[config.mk]
export PLATFORM = sky130hd
export DESIGN_NAME = sbm_queue
export DESIGN_NICKNAME = d
export VERILOG_FILES = /design/src/sbm_pkg.sv /design/src/sbm_queue.sv
export SDC_FILE = /design/constraint.sdc
export NUM_CORES = 1
export LEC_CHECK = 0
export ABC_AREA = 1
export BUFFER_PORTS_ARGS = -buffer_cell sky130_fd_sc_hd__buf_2
export CAP_MARGIN = 5
export CORE_AREA = 2 2 118 166
export DETAILED_ROUTE_END_ITERATION = 8
export DIE_AREA = 0 0 120 168
export PLACE_DENSITY_LB_ADDON = 0.1
export SLEW_MARGIN = 25
export SYNTH_ARGS = -nofsm -noshare
export SYNTH_HDL_FRONTEND = slang
export SYNTH_SLANG_ARGS = --single-unit
[constraint.sdc]
create_clock -name aclk -period 7.44 [get_ports aclk]
set_input_delay 0.372 -clock aclk [delete_from_list [all_inputs] [get_ports aclk]]
set_output_delay 0.372 -clock aclk [all_outputs]
set_load 0.01 [all_outputs]
[src/sbm_pkg.sv]
package sbm_pkg;

    localparam int MAX_HEIGHT = 16384;
    localparam logic [63:0] Q30_ONE = 64'd1 << 30;

    // register indexes on the configuration port
    localparam logic [1:0] REG_SRC_WIDTH  = 2'd0;
    localparam logic [1:0] REG_SRC_HEIGHT = 2'd1;
    localparam logic [1:0] REG_SRGB_MODE  = 2'd2;

    // one target pixel's four taps: top-left, top-right, bottom-left, bottom-right
    typedef struct packed {
        logic [3:0][31:0] tap;
        logic             last;
    } sbm_item_t;

    // srgb n/510 to linear light, unsigned q2.30
    function automatic logic [63:0] lin_q30(input int unsigned n);
        logic [63:0] t;
        logic [63:0] t2;
        logic [63:0] lo;
        logic [63:0] hi;
        logic [63:0] mid;
        logic [63:0] p;
        int          i;
        if (n <= 20) begin
            return ((64'(n) * 64'd10) << 30) / 64'd65892;
        end
        t = ((64'(n) * 64'd100 + 64'd2805) << 30) / 64'd53805;
        t2 = (t * t) >> 30;
        lo = 64'd0;
        hi = Q30_ONE;
        // fifth root by bisection, so t2 * root is t^2.4
        while (lo < hi) begin
            mid = (lo + hi + 64'd1) >> 1;
            p = mid;
            for (i = 0; i < 4; i++) begin
                p = (p * mid) >> 30;
            end
            if (p <= t2) begin
                lo = mid;
            end else begin
                hi = mid - 64'd1;
            end
        end
        return (t2 * lo) >> 30;
    endfunction

    function automatic logic [255:0][15:0] build_dec();
        logic [255:0][15:0] d;
        int                 i;
        for (i = 0; i < 256; i++) begin
            d[i] = 16'((lin_q30(2 * i) * 64'd65535 + (Q30_ONE >> 1)) >> 30);
        end
        return d;
    endfunction

    function automatic logic [254:0][17:0] build_thr();
        logic [254:0][17:0] d;
        int                 i;
        for (i = 0; i < 255; i++) begin
            d[i] = 18'((lin_q30(2 * i + 1) * 64'd262140 + Q30_ONE - 64'd1) >> 30);
        end
        return d;
    endfunction

    localparam logic [255:0][15:0] DEC_LUT = build_dec();
    localparam logic [254:0][17:0] ENC_THR = build_thr();

    // two bits of the binary search for the encoded code, msb first
    function automatic logic [7:0] enc_step2(input logic [7:0] code, input logic [17:0] sum,
                                             input int unsigned bit_hi);
        logic [7:0] c;
        logic [7:0] cand;
        c = code;
        cand = c | (8'd1 << bit_hi);
        if (ENC_THR[cand - 8'd1] <= sum) begin
            c = cand;
        end
        cand = c | (8'd1 << (bit_hi - 1));
        if (ENC_THR[cand - 8'd1] <= sum) begin
            c = cand;
        end
        return c;
    endfunction

endpackage

[src/sbm_queue.sv]
module sbm_queue (
    input  logic               aclk,
    input  logic               aresetn,
    input  logic               push_valid,
    output logic               push_ready,
    input  sbm_pkg::sbm_item_t push_item,
    output logic               pop_valid,
    input  logic               pop,
    output sbm_pkg::sbm_item_t pop_item
);

    sbm_pkg::sbm_item_t entry_reg [2];
    logic               wr_ptr_reg, rd_ptr_reg;
    logic [1:0]         cnt_reg, cnt_next;
    logic               do_push, do_pop;

    assign push_ready = (cnt_reg != 2'd2);
    assign pop_valid  = (cnt_reg != 2'd0);
    assign pop_item   = entry_reg[rd_ptr_reg];
    assign do_push    = push_valid && push_ready;
    assign do_pop     = pop && pop_valid;

    always_comb begin
        cnt_next = cnt_reg;
        if (do_push && !do_pop) begin
            cnt_next = cnt_reg + 2'd1;
        end else if (do_pop && !do_push) begin
            cnt_next = cnt_reg - 2'd1;
        end
    end

    always_ff @(posedge aclk) begin
        if (!aresetn) begin
            wr_ptr_reg <= 1'b0;
            rd_ptr_reg <= 1'b0;
            cnt_reg    <= 2'd0;
        end else begin
            cnt_reg <= cnt_next;
            if (do_push) begin
                wr_ptr_reg <= !wr_ptr_reg;
            end
            if (do_pop) begin
                rd_ptr_reg <= !rd_ptr_reg;
            end
        end
    end

    always_ff @(posedge aclk) begin
        if (do_push) begin
            entry_reg[wr_ptr_reg] <= push_item;
        end
    end

    a_cnt_bound: assert property (@(posedge aclk) disable iff (!aresetn)
        cnt_reg <= 2'd2)
        else $error("queue count out of range");

    a_ptr_match: assert property (@(posedge aclk) disable iff (!aresetn)
        (cnt_reg == 2'd0 || cnt_reg == 2'd2) |-> (wr_ptr_reg == rd_ptr_reg))
        else $error("queue pointers disagree with count");

endmodule

==> run summary <==
status - finished clean
FMAX - 0.338 GHz
Die Y - 168 µm
synthesis-to-layout area growth - 24.2%
Filler Cells Inserted - 1444
detailed placement HPWL - 12100 µm
R2R cell count - 6
DRC viols - 0
post-route minimum period - 2.96 ns
maxcap violations - 0
Initial Util - 0.509
leakage power - 0.00445 µW
Hold Path Cell Cnt - 1
post-layout util - 0.632
Root Buffer Master - clkbuf_16
share of cells above drive strength 1 - 0.590
Final Max Slew Viols - 0
Reg area - 7850 µm²
syn nets - 572
WP data required - 7.07 ns
CTS Buf Count - 24
area of the multi-input gates - 1580 µm²
Crit. End Element - output pin
IO Port Bufs - 263
post-synthesis sequential area ratio - 0.818
HP Class - in2reg
total congestion overflow - 0
cell chain of the critical path - buf_6 -> mux2_2 -> buf_2
Die Width - 120 µm
max reg flops - 258
CTS tree - yes
post-CTS setup buffers - 0
synth top area cells - edfxtp_1 (81%), mux2_2 (15%), buf_6 (1.5%)
post-synth top area share - 0.808
CORE AREA - 18800 µm²
Synth Register Bits - 263
post-CTS resize count - 0
Yosys top cell by area - edfxtp_1
clk buf depth - 3
worst r2r dst - entry_reg[1][28]
DIE AREA - 20200 µm²
actual slew at the worst max-slew pin - 0.838 ns
DR WL/cell - 18.5 µm
Antenna Nets Post-Route - 0
largest net degree at the start of global routing - 89
crit path kind - reg2out
reg2reg start - cnt_reg[0]
initial antenna violation count - 2
GP Congestion - 0.748
WL final - 18300 µm
fin crit share - 0.398
clk_skew - 0.00835 ns
crit path max fanout - 88
setup tns final - 0 ns
CTS Sinks - 263
vias in the first global route - 5198
htree depth - 1
synthesized instance count - 438
HP Start - push_item[72]
post-synth cell types - 14
Yosys warning count - 0
CP peak stage delay - 0.71 ns
initial DRC count - 280
most frequent cells in the layout - buf_2 (263), edfxtp_1 (258), mux2_2 (129)
WHS Endpoint - entry_reg[0][72]
syn_area_per_cell - 21.9 µm²
CTS clk-pin slew, worst paths - 0.07 ns
FP Rows - 60
Post-Syn Area - 9590 µm²
worst path arrival time - 2.59 ns
global-route wire length before repair - 27000 µm
commonest non-fill, non-tap cell in the layout - buf_2
Skew-Pair Late Insertion Delay - 0.51 ns
final hold viol count - 0
RSZ-0062 raised after global routing - false
Final Setup Violations - 0
pwr/cell area - 330 nW/µm²
I/O pin total - 264
drt first pass iters - 4
CP Launch Type - flop
Crit-path slowest cell - dfxtp_4
Final #Nets - 854
All-Layer GR Usage - 0.174
Slew headroom - 0.441
CTS hold repair buffers - 0
Vias per Instance - 4.97
VDD IR max - 0.226 mV
vias - 4900
Reg2Reg Setup Slack - 5.19 ns
-- cell usage after synthesis, drive strengths merged --
| cell type | n |
|---|---|
| edfxtp | 258 |
| mux2 | 129 |
| buf | 14 |
| nand2 | 9 |
| inv | 8 |
| nor2 | 8 |
| dfxtp | 5 |
| o21ai | 2 |
| a21oi | 1 |
| ha | 1 |
| nand3 | 1 |
| nand4 | 1 |
| o21a | 1 |
-- worst max path at each step --
stage               start                 to  slack, ns  cells after the start
3_3_place_gp         flop       pop_item[71]       4.71                      3
2_1_floorplan  cnt_reg[0]    entry_reg[0][0]       0.82                      4
5_1_grt              flop       pop_item[82]       4.31                      3
4_1_cts              flop       pop_item[71]       4.41                      3
3_5_place_dp   cnt_reg[0]  entry_reg[0][100]       4.71                      5
6_report             flop      pop_item[112]       4.48                      3
-- critical path: cells and delay by family (launching register included) --
family | cells | cell delay (ns)
mux | 1 | 0.45
flops | 1 | 0.71
buf+inv | 2 | 0.86
-- routing by layer --
metal	track usage	share of wire
met4	0.0619	0.030
met1	0.188	0.35
met5	0	0
met3	0.0535	0.085
met2	0.319	0.53
-- area by class of cell --
type / count / share of cell area
diodes: 1 / 0.000210
multi-input cells: 153 / 0.132
well taps: 248 / 0.0261
inverters: 8 / 0.00252
repair buffers: 270 / 0.119
clock inverters: 14 / 0.00746
flip-flops and latches: 263 / 0.659
clock buffers: 28 / 0.0535
-- through the flow --
| step | instance area, µm² | total power, µW | instances | worst slack (ns) | hold slack [ns] |
|---|---|---|---|---|---|
| final | 11900 | 3940 | 985 | 4.48 | 0.0505 |
| after global routing | 11900 | 4110 | 984 | 4.31 | 0.0241 |
| after CTS | 11900 | 3980 | 982 | 4.41 | 0.0263 |
| after detailed placement | 11100 | 2840 | 940 | 4.71 | 0.507 |
| after global placement | 11100 | 2820 | 940 | 4.71 | 0.493 |
| after floorplan | 9590 | 2550 | 438 | 0.824 | 0.467 |
-- power by group --
group	internal, µW	leakage (µW)	total, µW	switching, µW
clock network	642	0.000356	1130	488
registers	1870	0.00245	1940	69.5
logic	393	0.00165	862	469
-- kinds of logic after synthesis --
logic type	after synthesis	synth area share
simple gates	19	0.00783
buf+inv	22	0.0189
flops	263	0.818
compound gates	4	0.00235
mux	129	0.151
fa+ha+maj	1	0.00130
(Power assumes the default switching activity.)
